### config.mk
export PLATFORM = sky130hd
export DESIGN_NAME = bank_allocator_core
export DESIGN_NICKNAME = d
export VERILOG_FILES = /design/src/design/bnka_pkg.sv /design/src/design/bnka_ram.sv /design/src/design/bnka_cfg.sv /design/src/design/bank_allocator_core.sv
export VERILOG_INCLUDE_DIRS = /design/src /design/src/design
export SDC_FILE = /design/constraint.sdc
export NUM_CORES = 1
export LEC_CHECK = 0
export ABC_AREA = 1
export BUFFER_PORTS_ARGS = -buffer_cell sky130_fd_sc_hd__buf_2
export CORE_ASPECT_RATIO = 1.5
export CORE_UTILIZATION = 50
export CTS_CLUSTER_SIZE = 14
export DETAILED_ROUTE_END_ITERATION = 7
export PLACE_DENSITY = 0.71
export RECOVER_POWER = 50
export REMOVE_ABC_BUFFERS = 1
export SLEW_MARGIN = 5
export SYNTH_ARGS = -nofsm -noshare
export SYNTH_HDL_FRONTEND = slang
export SYNTH_SLANG_ARGS = --single-unit
export TNS_END_PERCENT = 1
### constraint.sdc
create_clock -name aclk -period 5.4 [get_ports aclk]
set_input_delay 1.08 -clock aclk [delete_from_list [all_inputs] [get_ports aclk]]
set_output_delay 1.08 -clock aclk [all_outputs]
set_load 0.005 [all_outputs]
### src/design/bank_allocator_core_defines.svh
// assertion helpers used by the rtl
`ifndef BANK_ALLOCATOR_CORE_DEFINES_SVH
`define BANK_ALLOCATOR_CORE_DEFINES_SVH

// clocked check, masked while reset is asserted
`define BNKA_ASSERT(lbl, clk, rstn, prop, msg) \
    lbl: assert property (@(posedge clk) disable iff (!(rstn)) (prop)) else $error(msg);

// clocked check that also holds during reset
`define BNKA_ASSERT_ALWAYS(lbl, clk, prop, msg) \
    lbl: assert property (@(posedge clk) (prop)) else $error(msg);

`endif

### src/design/bnka_pkg.sv
`default_nettype none
package bnka_pkg;

    localparam int NUM_BANKS_DEF = 8;
    localparam int DATA_W        = 32;
    localparam int BANK_W        = 3;
    localparam int ACTIVE_W      = 4;
    localparam int PADDR_W       = 3;

    localparam logic [ACTIVE_W-1:0] ACTIVE_RESET   = 4'd8;
    localparam logic [DATA_W-1:0]   CAPACITY_RESET = 32'd65536;

    // register index as decoded from paddr[2]
    localparam logic REG_ACTIVE_BANKS  = 1'b0;
    localparam logic REG_BANK_CAPACITY = 1'b1;

    typedef struct packed {
        logic [DATA_W-1:0] alloc_size;
        logic              parallel;
    } req_t;

    typedef struct packed {
        logic [BANK_W-1:0] chosen_bank;
        logic [DATA_W-1:0] start_offset;
        logic              over_capacity;
    } rsp_t;

    typedef struct packed {
        logic [ACTIVE_W-1:0] active_banks;
        logic [DATA_W-1:0]   bank_capacity;
    } cfg_t;

endpackage
`default_nettype wire

### src/design/bnka_ram.sv
`default_nettype none
module bnka_ram #(
    parameter int WIDTH = 32,
    parameter int DEPTH = 8,
    parameter int AW    = (DEPTH > 1) ? $clog2(DEPTH) : 1
) (
    input  wire logic             aclk,
    input  wire logic             we,
    input  wire logic [AW-1:0]    waddr,
    input  wire logic [WIDTH-1:0] wdata,
    input  wire logic             re,
    input  wire logic [AW-1:0]    raddr,
    output logic      [WIDTH-1:0] rdata
);

    logic [WIDTH-1:0] mem_reg [DEPTH];

    always_ff @(posedge aclk) begin
        if (we) begin
            mem_reg[waddr] <= wdata;
        end
        if (re) begin
            rdata <= mem_reg[raddr];
        end
    end

endmodule
`default_nettype wire

### src/design/bnka_cfg.sv
`default_nettype none
module bnka_cfg (
    input  wire logic                           aclk,
    input  wire logic                           aresetn,
    input  wire logic                           psel,
    input  wire logic                           penable,
    input  wire logic                           pwrite,
    input  wire logic [bnka_pkg::PADDR_W-1:0]   paddr,
    input  wire logic [bnka_pkg::DATA_W-1:0]    pwdata,
    output logic      [bnka_pkg::DATA_W-1:0]    prdata,
    output logic                                pready,
    output bnka_pkg::cfg_t                      cfg
);
    import bnka_pkg::*;

    logic [ACTIVE_W-1:0] active_banks_reg;
    logic [DATA_W-1:0]   bank_capacity_reg;
    logic                wr_en;

    assign pready = 1'b1;
    assign wr_en  = psel && penable && pwrite;

    always_ff @(posedge aclk) begin
        if (!aresetn) begin
            active_banks_reg  <= ACTIVE_RESET;
            bank_capacity_reg <= CAPACITY_RESET;
        end else if (wr_en) begin
            unique case (paddr[2])
                REG_ACTIVE_BANKS:  active_banks_reg  <= pwdata[ACTIVE_W-1:0];
                REG_BANK_CAPACITY: bank_capacity_reg <= pwdata;
                default:           active_banks_reg  <= active_banks_reg;
            endcase
        end
    end

    always_comb begin
        unique case (paddr[2])
            REG_ACTIVE_BANKS:  prdata = {{(DATA_W-ACTIVE_W){1'b0}}, active_banks_reg};
            REG_BANK_CAPACITY: prdata = bank_capacity_reg;
            default:           prdata = '0;
        endcase
    end

    assign cfg.active_banks  = active_banks_reg;
    assign cfg.bank_capacity = bank_capacity_reg;

endmodule
`default_nettype wire

### src/design/bank_allocator_core.sv
// bank allocator: each request beat carries a size and a parallel flag; the block scans the
// usage counters of the active banks (one counter memory read per cycle), picks the first bank
// the request fits in (or the least-used bank for parallel requests, or when nothing fits),
// answers with that bank, its old usage as the start offset and an over-capacity flag, and
// writes back the saturated new usage. One request is worked on at a time: the scan reads the
// counters of n banks through the single read port of the counter memory, where n is the
// active bank count after clamping to 1..NUM_BANKS, and a write-back state follows. The result
// sits in an output register, so the next request is taken while it waits. Counters read as
// zero after reset through per-bank valid flops, so no clearing pass is needed. Configuration
// is through an apb port: active_banks at 0x0, bank_capacity at 0x4; write only while idle.
`default_nettype none
`include "bank_allocator_core_defines.svh"
module bank_allocator_core #(
    parameter int NUM_BANKS = bnka_pkg::NUM_BANKS_DEF
) (
    input  wire logic                           aclk,
    input  wire logic                           aresetn,
    // request channel
    input  wire logic                           s_valid,
    output logic                                s_ready,
    input  wire bnka_pkg::req_t                 s_data,
    // result channel
    output logic                                m_valid,
    input  wire logic                           m_ready,
    output bnka_pkg::rsp_t                      m_data,
    // configuration
    input  wire logic                           psel,
    input  wire logic                           penable,
    input  wire logic                           pwrite,
    input  wire logic [bnka_pkg::PADDR_W-1:0]   paddr,
    input  wire logic [bnka_pkg::DATA_W-1:0]    pwdata,
    output logic      [bnka_pkg::DATA_W-1:0]    prdata,
    output logic                                pready
);
    import bnka_pkg::*;

    localparam int IDX_W = (NUM_BANKS > 1) ? $clog2(NUM_BANKS) : 1;
    localparam int CNT_W = $clog2(NUM_BANKS + 1);

    typedef enum logic [1:0] {
        IDLE,
        SCAN,
        WRITE
    } state_t;

    state_t state_reg;

    cfg_t cfg;

    // latched request
    logic [DATA_W-1:0] size_reg;
    logic              par_reg;
    logic [CNT_W-1:0]  n_reg;

    // scan bookkeeping
    logic [CNT_W-1:0]  issue_cnt_reg;
    logic              data_valid_reg;
    logic [IDX_W-1:0]  data_idx_reg;
    logic              found_reg;
    logic [IDX_W-1:0]  fit_idx_reg;
    logic [DATA_W-1:0] fit_val_reg;
    logic [IDX_W-1:0]  best_idx_reg;
    logic [DATA_W-1:0] best_val_reg;

    // one flop per bank: counter has been written since reset
    logic [NUM_BANKS-1:0] written_reg;

    // output register
    logic m_valid_reg;
    rsp_t m_data_reg;

    logic              accept;
    logic              out_free;
    logic [CNT_W-1:0]  n_clamp;
    logic              rd_en;
    logic [IDX_W-1:0]  rd_addr;
    logic [DATA_W-1:0] ram_rdata;
    logic [DATA_W-1:0] usage;
    logic              fits;
    logic              last_data;
    logic              wr_en;
    logic [IDX_W-1:0]  bank_idx;
    logic [DATA_W-1:0] prior_usage;
    logic [DATA_W:0]   sum_wide;
    logic [DATA_W-1:0] after;

    bnka_cfg u_cfg (
        .aclk    (aclk),
        .aresetn (aresetn),
        .psel    (psel),
        .penable (penable),
        .pwrite  (pwrite),
        .paddr   (paddr),
        .pwdata  (pwdata),
        .prdata  (prdata),
        .pready  (pready),
        .cfg     (cfg)
    );

    // clamp the active bank count into 1..NUM_BANKS
    always_comb begin
        priority if (cfg.active_banks == '0) begin
            n_clamp = CNT_W'(1);
        end else if (32'(cfg.active_banks) > NUM_BANKS) begin
            n_clamp = CNT_W'(NUM_BANKS);
        end else begin
            n_clamp = CNT_W'(cfg.active_banks);
        end
    end

    assign s_ready  = (state_reg == IDLE);
    assign accept   = s_valid && s_ready;
    assign out_free = !m_valid_reg || m_ready;

    // bank 0 is read in the accept cycle, the rest while scanning
    assign rd_en   = accept || ((state_reg == SCAN) && (issue_cnt_reg < n_reg));
    assign rd_addr = (state_reg == IDLE) ? '0 : issue_cnt_reg[IDX_W-1:0];

    // unwritten counters read as zero
    assign usage     = written_reg[data_idx_reg] ? ram_rdata : '0;
    assign fits      = ({1'b0, usage} + {1'b0, size_reg}) <= {1'b0, cfg.bank_capacity};
    assign last_data = data_valid_reg && (issue_cnt_reg == n_reg);

    // final choice and saturating update
    assign bank_idx    = (!par_reg && found_reg) ? fit_idx_reg : best_idx_reg;
    assign prior_usage = (!par_reg && found_reg) ? fit_val_reg : best_val_reg;
    assign sum_wide    = {1'b0, prior_usage} + {1'b0, size_reg};
    assign after       = sum_wide[DATA_W] ? '1 : sum_wide[DATA_W-1:0];
    assign wr_en       = (state_reg == WRITE) && out_free;

    bnka_ram #(
        .WIDTH (DATA_W),
        .DEPTH (NUM_BANKS),
        .AW    (IDX_W)
    ) u_usage_ram (
        .aclk  (aclk),
        .we    (wr_en),
        .waddr (bank_idx),
        .wdata (after),
        .re    (rd_en),
        .raddr (rd_addr),
        .rdata (ram_rdata)
    );

    always_ff @(posedge aclk) begin
        if (!aresetn) begin
            state_reg      <= IDLE;
            m_valid_reg    <= 1'b0;
            data_valid_reg <= 1'b0;
            issue_cnt_reg  <= '0;
            found_reg      <= 1'b0;
            written_reg    <= '0;
        end else begin
            // beat taken and no new result loaded behind it
            if (m_valid_reg && m_ready && !wr_en) begin
                m_valid_reg <= 1'b0;
            end
            unique case (state_reg)
                IDLE: begin
                    if (accept) begin
                        size_reg       <= s_data.alloc_size;
                        par_reg        <= s_data.parallel;
                        n_reg          <= n_clamp;
                        issue_cnt_reg  <= CNT_W'(1);
                        data_valid_reg <= 1'b1;
                        data_idx_reg   <= '0;
                        found_reg      <= 1'b0;
                        state_reg      <= SCAN;
                    end
                end
                SCAN: begin
                    if (issue_cnt_reg < n_reg) begin
                        issue_cnt_reg  <= issue_cnt_reg + CNT_W'(1);
                        data_idx_reg   <= issue_cnt_reg[IDX_W-1:0];
                        data_valid_reg <= 1'b1;
                    end else begin
                        data_valid_reg <= 1'b0;
                    end
                    if (data_valid_reg) begin
                        // first bank with room
                        if (!found_reg && fits) begin
                            found_reg   <= 1'b1;
                            fit_idx_reg <= data_idx_reg;
                            fit_val_reg <= usage;
                        end
                        // least used, strict compare keeps the lowest index on ties
                        if ((data_idx_reg == '0) || (usage < best_val_reg)) begin
                            best_idx_reg <= data_idx_reg;
                            best_val_reg <= usage;
                        end
                    end
                    if (last_data) begin
                        state_reg <= WRITE;
                    end
                end
                WRITE: begin
                    if (out_free) begin
                        written_reg[bank_idx]    <= 1'b1;
                        m_valid_reg              <= 1'b1;
                        m_data_reg.chosen_bank   <= BANK_W'(bank_idx);
                        m_data_reg.start_offset  <= prior_usage;
                        m_data_reg.over_capacity <= after > cfg.bank_capacity;
                        state_reg                <= IDLE;
                    end
                end
                default: begin
                    state_reg <= IDLE;
                end
            endcase
        end
    end

    assign m_valid = m_valid_reg;
    assign m_data  = m_data_reg;

    // a request beat always starts a scan
    `BNKA_ASSERT(a_accept_scan, aclk, aresetn, accept |=> (state_reg == SCAN), "no scan")
    // the updated counter belongs to an active bank
    `BNKA_ASSERT(a_bank_active, aclk, aresetn, wr_en |-> (CNT_W'(bank_idx) < n_reg), "bad bank")
    // every result beat follows a counter write-back
    `BNKA_ASSERT(a_result_after_write, aclk, aresetn, $rose(m_valid_reg) |-> $past(wr_en), "no wb")

endmodule
`default_nettype wire
Yosys cells after proc, flatten, opt, wreduce, memory -nomap -nowiden
Memory sizes are Yosys's and may differ from the RTL's. A register that Yosys moved wholly into a read port is not among the register bits.
Index checks and enable logic that the tools add are counted.

storage, ports and cells
  output and inout bits = 71
  bits in writable memories = 256
  register bits after elaboration = 199
  memories = 1
  word-level logic and storage cells = 111

cells by class
  eq/ne operators = 9
  $lt $le $gt $ge = 8
  reductions and logical operators = 35
  bitwise logic cells = 2
  multiplexer cells = 33
  add/sub/neg operators = 3

memory list
  name                 words  width  read ports  clocked after memory_dff  wr ports  RTL line        text
  u_usage_ram.mem_reg  8      32     1           1                         1         bnka_ram.sv:16  logic [WIDTH-1:0] mem_reg [DEPTH];

operator list
  operator                                                     count
  2-to-1 mux 32 bit                                            3
  adder 32 x 32 -> 33 bit                                      2
  case mux 32 bit (2 select lines)                             1
  less-or-equal comparator 33 x 32 -> 1 bit                    1
  > comparator 32 bit                                          1
  less-than comparator 32 bit                                  1
  AND reduction 4 bit                                          4
  2-to-1 mux 1 bit                                             12
  2-to-1 mux 3 bit                                             4
  2-to-1 mux 4 bit                                             3
  AND reduction 3 bit                                          4
  logical AND 1 bit                                            11
  less-than comparator 3 x 4 -> 1 bit (second input constant)  2
  bitwise OR 8 bit                                             1
  case mux 4 bit (2 select lines)                              1
  AND reduction 2 bit                                          4
  2-to-1 mux 2 bit                                             3
  inequality test 2 x 1 -> 1 bit (second input constant)       3
  inequality test 2 bit (second input constant)                3
  case mux 2 bit (3 select lines)                              1
  case mux 3 bit (2 select lines)                              1
  adder 4 x 1 -> 4 bit (second input constant)                 1
  == test 4 bit                                                1
  > comparator 4 bit (second input constant)                   1
  15 further kinds                                             21

Depth between registers and ports, before layout
  depth in word-level cells = 9
  depth in mapped cells = 35
  mapped depth without buffers = 34

Hierarchy
From an unflattened synthesis, not the netlist that was laid out.

unflattened totals
  cell total of the unflattened synthesis = 2991
  area total of the unflattened synthesis = 26492.9 µm²

by module, submodules not included
  module               instances  area an instance (µm²)  cells each  sequential area each (µm²)
  bank_allocator_core  1          12430.7                 1532        4724.5
  bnka_ram             1          12192.9                 1156        8648.3
  bnka_cfg             1          1869.3                  303         720.7

Least setup slack after synthesis
Ideal clock, no wire load.

  path type = reg-to-reg
  start point = register data_idx_reg[0]
  end point = register fit_idx_reg[0] (enable)
  data required time = 4.973 ns
  stages on the path, launching flop included = 35
  arrival time = 5.475 ns
  setup slack = -0.502 ns
  library setup time = 0.427 ns
  path buffers = 2
  cell sequence = edfxtp_1 -> nor2_1 -> nor2_1 -> nand2_1 -> nand3_4 -> nand2_4 -> buf_1 -> clkbuf_1 -> nor2_1 -> ha_1 -> nand2_1 -> inv_1 -> a21boi_0 -> a21boi_0 -> nand2_2 -> nand2_1 -> nand2_1 -> nand2_1 -> nand2_1 -> ha_1 -> nand2_1 -> inv_1 -> nor2_1 -> o21ai_0 -> a21oi_1 -> nand2_1 -> nand2_1 -> nand2_1 -> nand2_1 -> nand2_1 -> nand2_1 -> nand2_1 -> nand2_1 -> nand3_1 -> nor2_1

between the ends
  cells in the longest elaborated chain, start to end = 7

RTL lines
  element                                    RTL line                    text
  start, declared                            bank_allocator_core.sv:58   logic [IDX_W-1:0] data_idx_reg;
  start signal, assigned                     bank_allocator_core.sv:174  data_idx_reg <= issue_cnt_reg[IDX_W-1:0];
  binary-select mux 1 bit (select 3 bit)     bank_allocator_core.sv:120  assign usage = written_reg[data_idx_reg] ? ram_rdata : '0;
  2-to-1 mux 1 bit (implied by the code)     bank_allocator_core.sv:120
  2-to-1 mux 32 bit                          bank_allocator_core.sv:120
  via usage[12]                              bank_allocator_core.sv:78   logic [DATA_W-1:0] usage;
  adder 32 x 32 -> 33 bit                    bank_allocator_core.sv:121  assign fits = ({1'b0, usage} + {1'b0, size_reg}) <= {1'b0, cfg.bank_capacity};
  less-or-equal comparator 33 x 32 -> 1 bit  bank_allocator_core.sv:121
  logical AND 1 bit                          bank_allocator_core.sv:181  if (!found_reg && fits) begin
  AND reduction 4 bit (no line)              -
  end signal, assigned                       bank_allocator_core.sv:183  fit_idx_reg <= data_idx_reg;
  end, declared                              bank_allocator_core.sv:60   logic [IDX_W-1:0] fit_idx_reg;

The timed path passes the listed nets, and every way through them passes these cells. The select of a mux whose other input is x is not followed.
A chain may end at the register's enable or synchronous reset.

Worst setup path after layout
  start point = register data_idx_reg[0]
  end point = register fit_val_reg[12] (enable)

between the ends
  cells in the longest elaborated chain, start to end = 7

RTL lines
  element                                    RTL line                    text
  binary-select mux 1 bit (select 3 bit)     bank_allocator_core.sv:120
  2-to-1 mux 1 bit (implied by the code)     bank_allocator_core.sv:120
  2-to-1 mux 32 bit                          bank_allocator_core.sv:120
  via usage[22]                              bank_allocator_core.sv:78
  adder 32 x 32 -> 33 bit                    bank_allocator_core.sv:121
  less-or-equal comparator 33 x 32 -> 1 bit  bank_allocator_core.sv:121
  logical AND 1 bit                          bank_allocator_core.sv:181
  AND reduction 4 bit (no line)              -
  end signal, assigned                       bank_allocator_core.sv:184  fit_val_reg <= usage;
  end, declared                              bank_allocator_core.sv:61   logic [DATA_W-1:0] fit_val_reg;

The timed path passes the listed nets, and every way through them passes these cells. The select of a mux whose other input is x is not followed.

==> impl_metrics.csv <==
group,metric,value,unit
sta,slew_headroom,34.4,%
final_layout,nets,2873,
cts,ctsHoldBuffers,0,
placement,place_area,26900,µm²
sta,rsz0062_at_grt,"yes",
power,switchingPower,2.40,mW
sta,fin_crit_sh,96.2,%
synthesis,synth_edf_count,434,
worst_setup_path,cp_top_family,"simple AND/OR/NAND/NOR gates",
worst_setup_path,slowest_delay,0.49,ns
floorplan,die_y,273,µm
power,combPwrFrac,17.1,%
final_layout,postLayoutCellArea,28300,µm²
synthesis,synth.distinct_cells,56,
global_route,grt_use_total,27.0,%
power,p_leak,11.5,nW
detailed_routing,viasPerCell,5.56,
detailed_routing,num_vias,18468,
hold_path,min_path_cells,2,
worst_setup_path,cp.arrival,5.47,ns
cts,clock_latency,0.58,ns
placement,hpwlAfterDp,49.2,mm
global_route,grt_pass1_wl,102,mm
status,status,"complete, no violations",
power,power_density,311,nW/µm²
synthesis,synthCells,2388,
detailed_routing,drc,0,
final_layout,num-fill-cells,3966,
worst_setup_path,critPathMostFrequentCell,"nand2_1",
worst_setup_path,critical_path_class,"flop to flop",
synthesis,yosys.area.top_type,"edfxtp_1",
synthesis,synth-seq-cells,487,
cts,cts_tree,"done",
final_layout,antenna_cells,0,
final_layout,drive_above_1_share,17.0,%
worst_setup_path,worst-path-max-fanout,18,
sta,period_needed,5.20,ns
detailed_routing,wl_per_cell,20.2,µm
global_route,grt_pass1_vias,18262,
synthesis,synth_common_cells,"edfxtp_1, nor2_1, nand2_1",
worst_setup_path,crit_buf_inv,5,
floorplan,die_area,49800,µm²
sta,fmax,192,MHz
synthesis,ys_top_cells_by_area,"edfxtp_1, ha_1, nor2_1",
global_route,antenna_found_initial,0,
synthesis,postSynthAreaPerCell,10.2,µm²
synthesis,yosys_warnings,0,
worst_setup_path,crit_slowest_cell,"edfxtp_1",
cts,path_clk_slew,0.06,ns
cts,htreeDepth,2,
final_layout,final_util,59.1,%
global_route,gr-total-overflow,0,
worst_setup_path,critical_path.startpoint_type,"flop",
floorplan,fp.dieW,183,µm
floorplan,core-area,47900,µm²
detailed_routing,wirelength,67.1,mm
placement,io_buffer_count,142,
sta,final_max_slew_viol_count,0,
final_layout,area_growth,15.9,%
detailed_routing,drt-initial-drc-count,1430,
sta,setup_viol,0,
power,swShare,27.1,%
power,p_int,6.43,mW
detailed_routing,antenna_left,0,
final_layout,largest_reg_flops,256,
synthesis,netlist.area_leader.share,53.3,%
placement,routabilityCongestion,1.00,
cts,clockBufferDepth,3,
hold_path,min_path_type,"flop to flop",
synthesis,async_reset_ff_share,0,%
cts,cts_sinks,487,
floorplan,row_count,98,
worst_setup_path,crit_path_end_kind,"flop",
sta,tightestPinTransition,0.983,ns
worst_setup_path,worstPathRequired,5.67,ns
worst_setup_path,rr_worst_depth,25,
power,clock_power_share,34.0,%
power,irDropWorstVdd,0.226,mV
floorplan,initial_core_util,51.0,%
detailed_routing,firstDrtPassIters,7,
cts,cts_root_buf,"clkbuf_16",
synthesis,ys_seq_area_share,57.7,%
sta,clock_skew,0.0185,ns
run,max_cap_viol_count,0,
synthesis,yosysMostFrequentCell,"edfxtp_1",
floorplan,ioPinCount,146,
power,p_seq_share,48.8,%
synthesis,synth_flop_cell,"edfxtp_1",
global_route,grt_max_degree,97,
worst_setup_path,cp.depth,25,
cts,cts_made_buffers,45,
synthesis,synth_area,24400,µm²
sta,final-hold-violation-count,0,
## cell usage in the layout, fill, tap and decap left out, types with 23 or more instances in the layout
cell	n
edfxtp_1	434
nor2_1	312
nand2_1	299
inv_1	272
a21oi_1	181
ha_1	155
o21ai_0	151
buf_2	140
buf_4	135
nand3_1	68
dfxtp_1	53
clkbuf_16	46
or2_2	43
a31oi_1	41
o211ai_1	40
o21bai_1	36
o32ai_1	32
xor2_1	23
## cell families after synthesis
| kind of cell | count (synthesis) | share of synthesized area [%] |
|---|---|---|
| other cells | 1 | 0.0153 |
| simple gates | 825 | 14.7 |
| xor+xnor | 32 | 1.18 |
| flops | 487 | 57.7 |
| fa+ha+maj | 157 | 8.10 |
| mux | 1 | 0.0461 |
| buf+inv | 355 | 5.50 |
| compound gates | 530 | 12.9 |
## final cells by class
type | count | area [µm²] | share of cell area (%)
clock buffer | 62 | 1220 | 4.30
clock inverter | 17 | 134 | 0.472
inverter | 277 | 1040 | 3.67
multi-input combinational | 1546 | 9220 | 32.5
sequential | 487 | 14100 | 49.7
tap | 650 | 813 | 2.87
timing repair buffer | 284 | 1820 | 6.41
## power by group through the flow
stage	Clock (mW)	Sequential [mW]	Combinational, mW
floorplan	0	4.37	0.897
global placement	0	4.39	1.44
detailed placement	0	4.39	1.47
CTS	3.06	4.31	1.49
global route	3.18	4.31	1.67
finish	3.00	4.31	1.51
## worst min-delay path, stage by stage, from the launching register on
cell,delay (ns)
dfxtp_1,0.32
nor2_1,0.05
nor2_1,0.07
## final timing paths
kind | startpoint | slack [ns] | end
worst max-delay path | data_idx_reg[0] | 0.20 | fit_val_reg[12]
worst min-delay path | written_reg[0] | 0.47 | written_reg[0]
worst max register to register | data_idx_reg[0] | 0.20 | fit_val_reg[12]
worst min register to register | written_reg[0] | 0.47 | written_reg[0]
## layer usage
metal	GRT usage (%)	vias to the layer above	wire length (µm)
met5	0	-	0
met4	12.4	0	3270
met3	2.63	155	3570
met2	47.7	642	33800
met1	33.2	8805	26500
li1	-	8866	-
## what timing repair did
item | in CTS | in global routing
resized for setup | 3 | 20
cloned | 0 | 1
buffers inserted | 0 | 3
setup endpoints to repair | 1 | 36
pin swaps | 0 | 3
## stage by stage
step                      instances  hold slack [ns]  setup WS, ns  total power, mW  setup TNS (ns)
after floorplan                2310            0.438         -2.89             5.27         -100.27
after global placement         3240            0.454        -0.178             5.82          -0.178
after detailed placement       3240            0.464        -0.250             5.86          -0.250
after CTS                      3319            0.479         0.152             8.86               0
after global routing           3323            0.509       -0.0329             9.17          -0.699
final                          3323            0.475         0.203             8.83               0
Note: power is estimated with default switching activity, not from simulation.
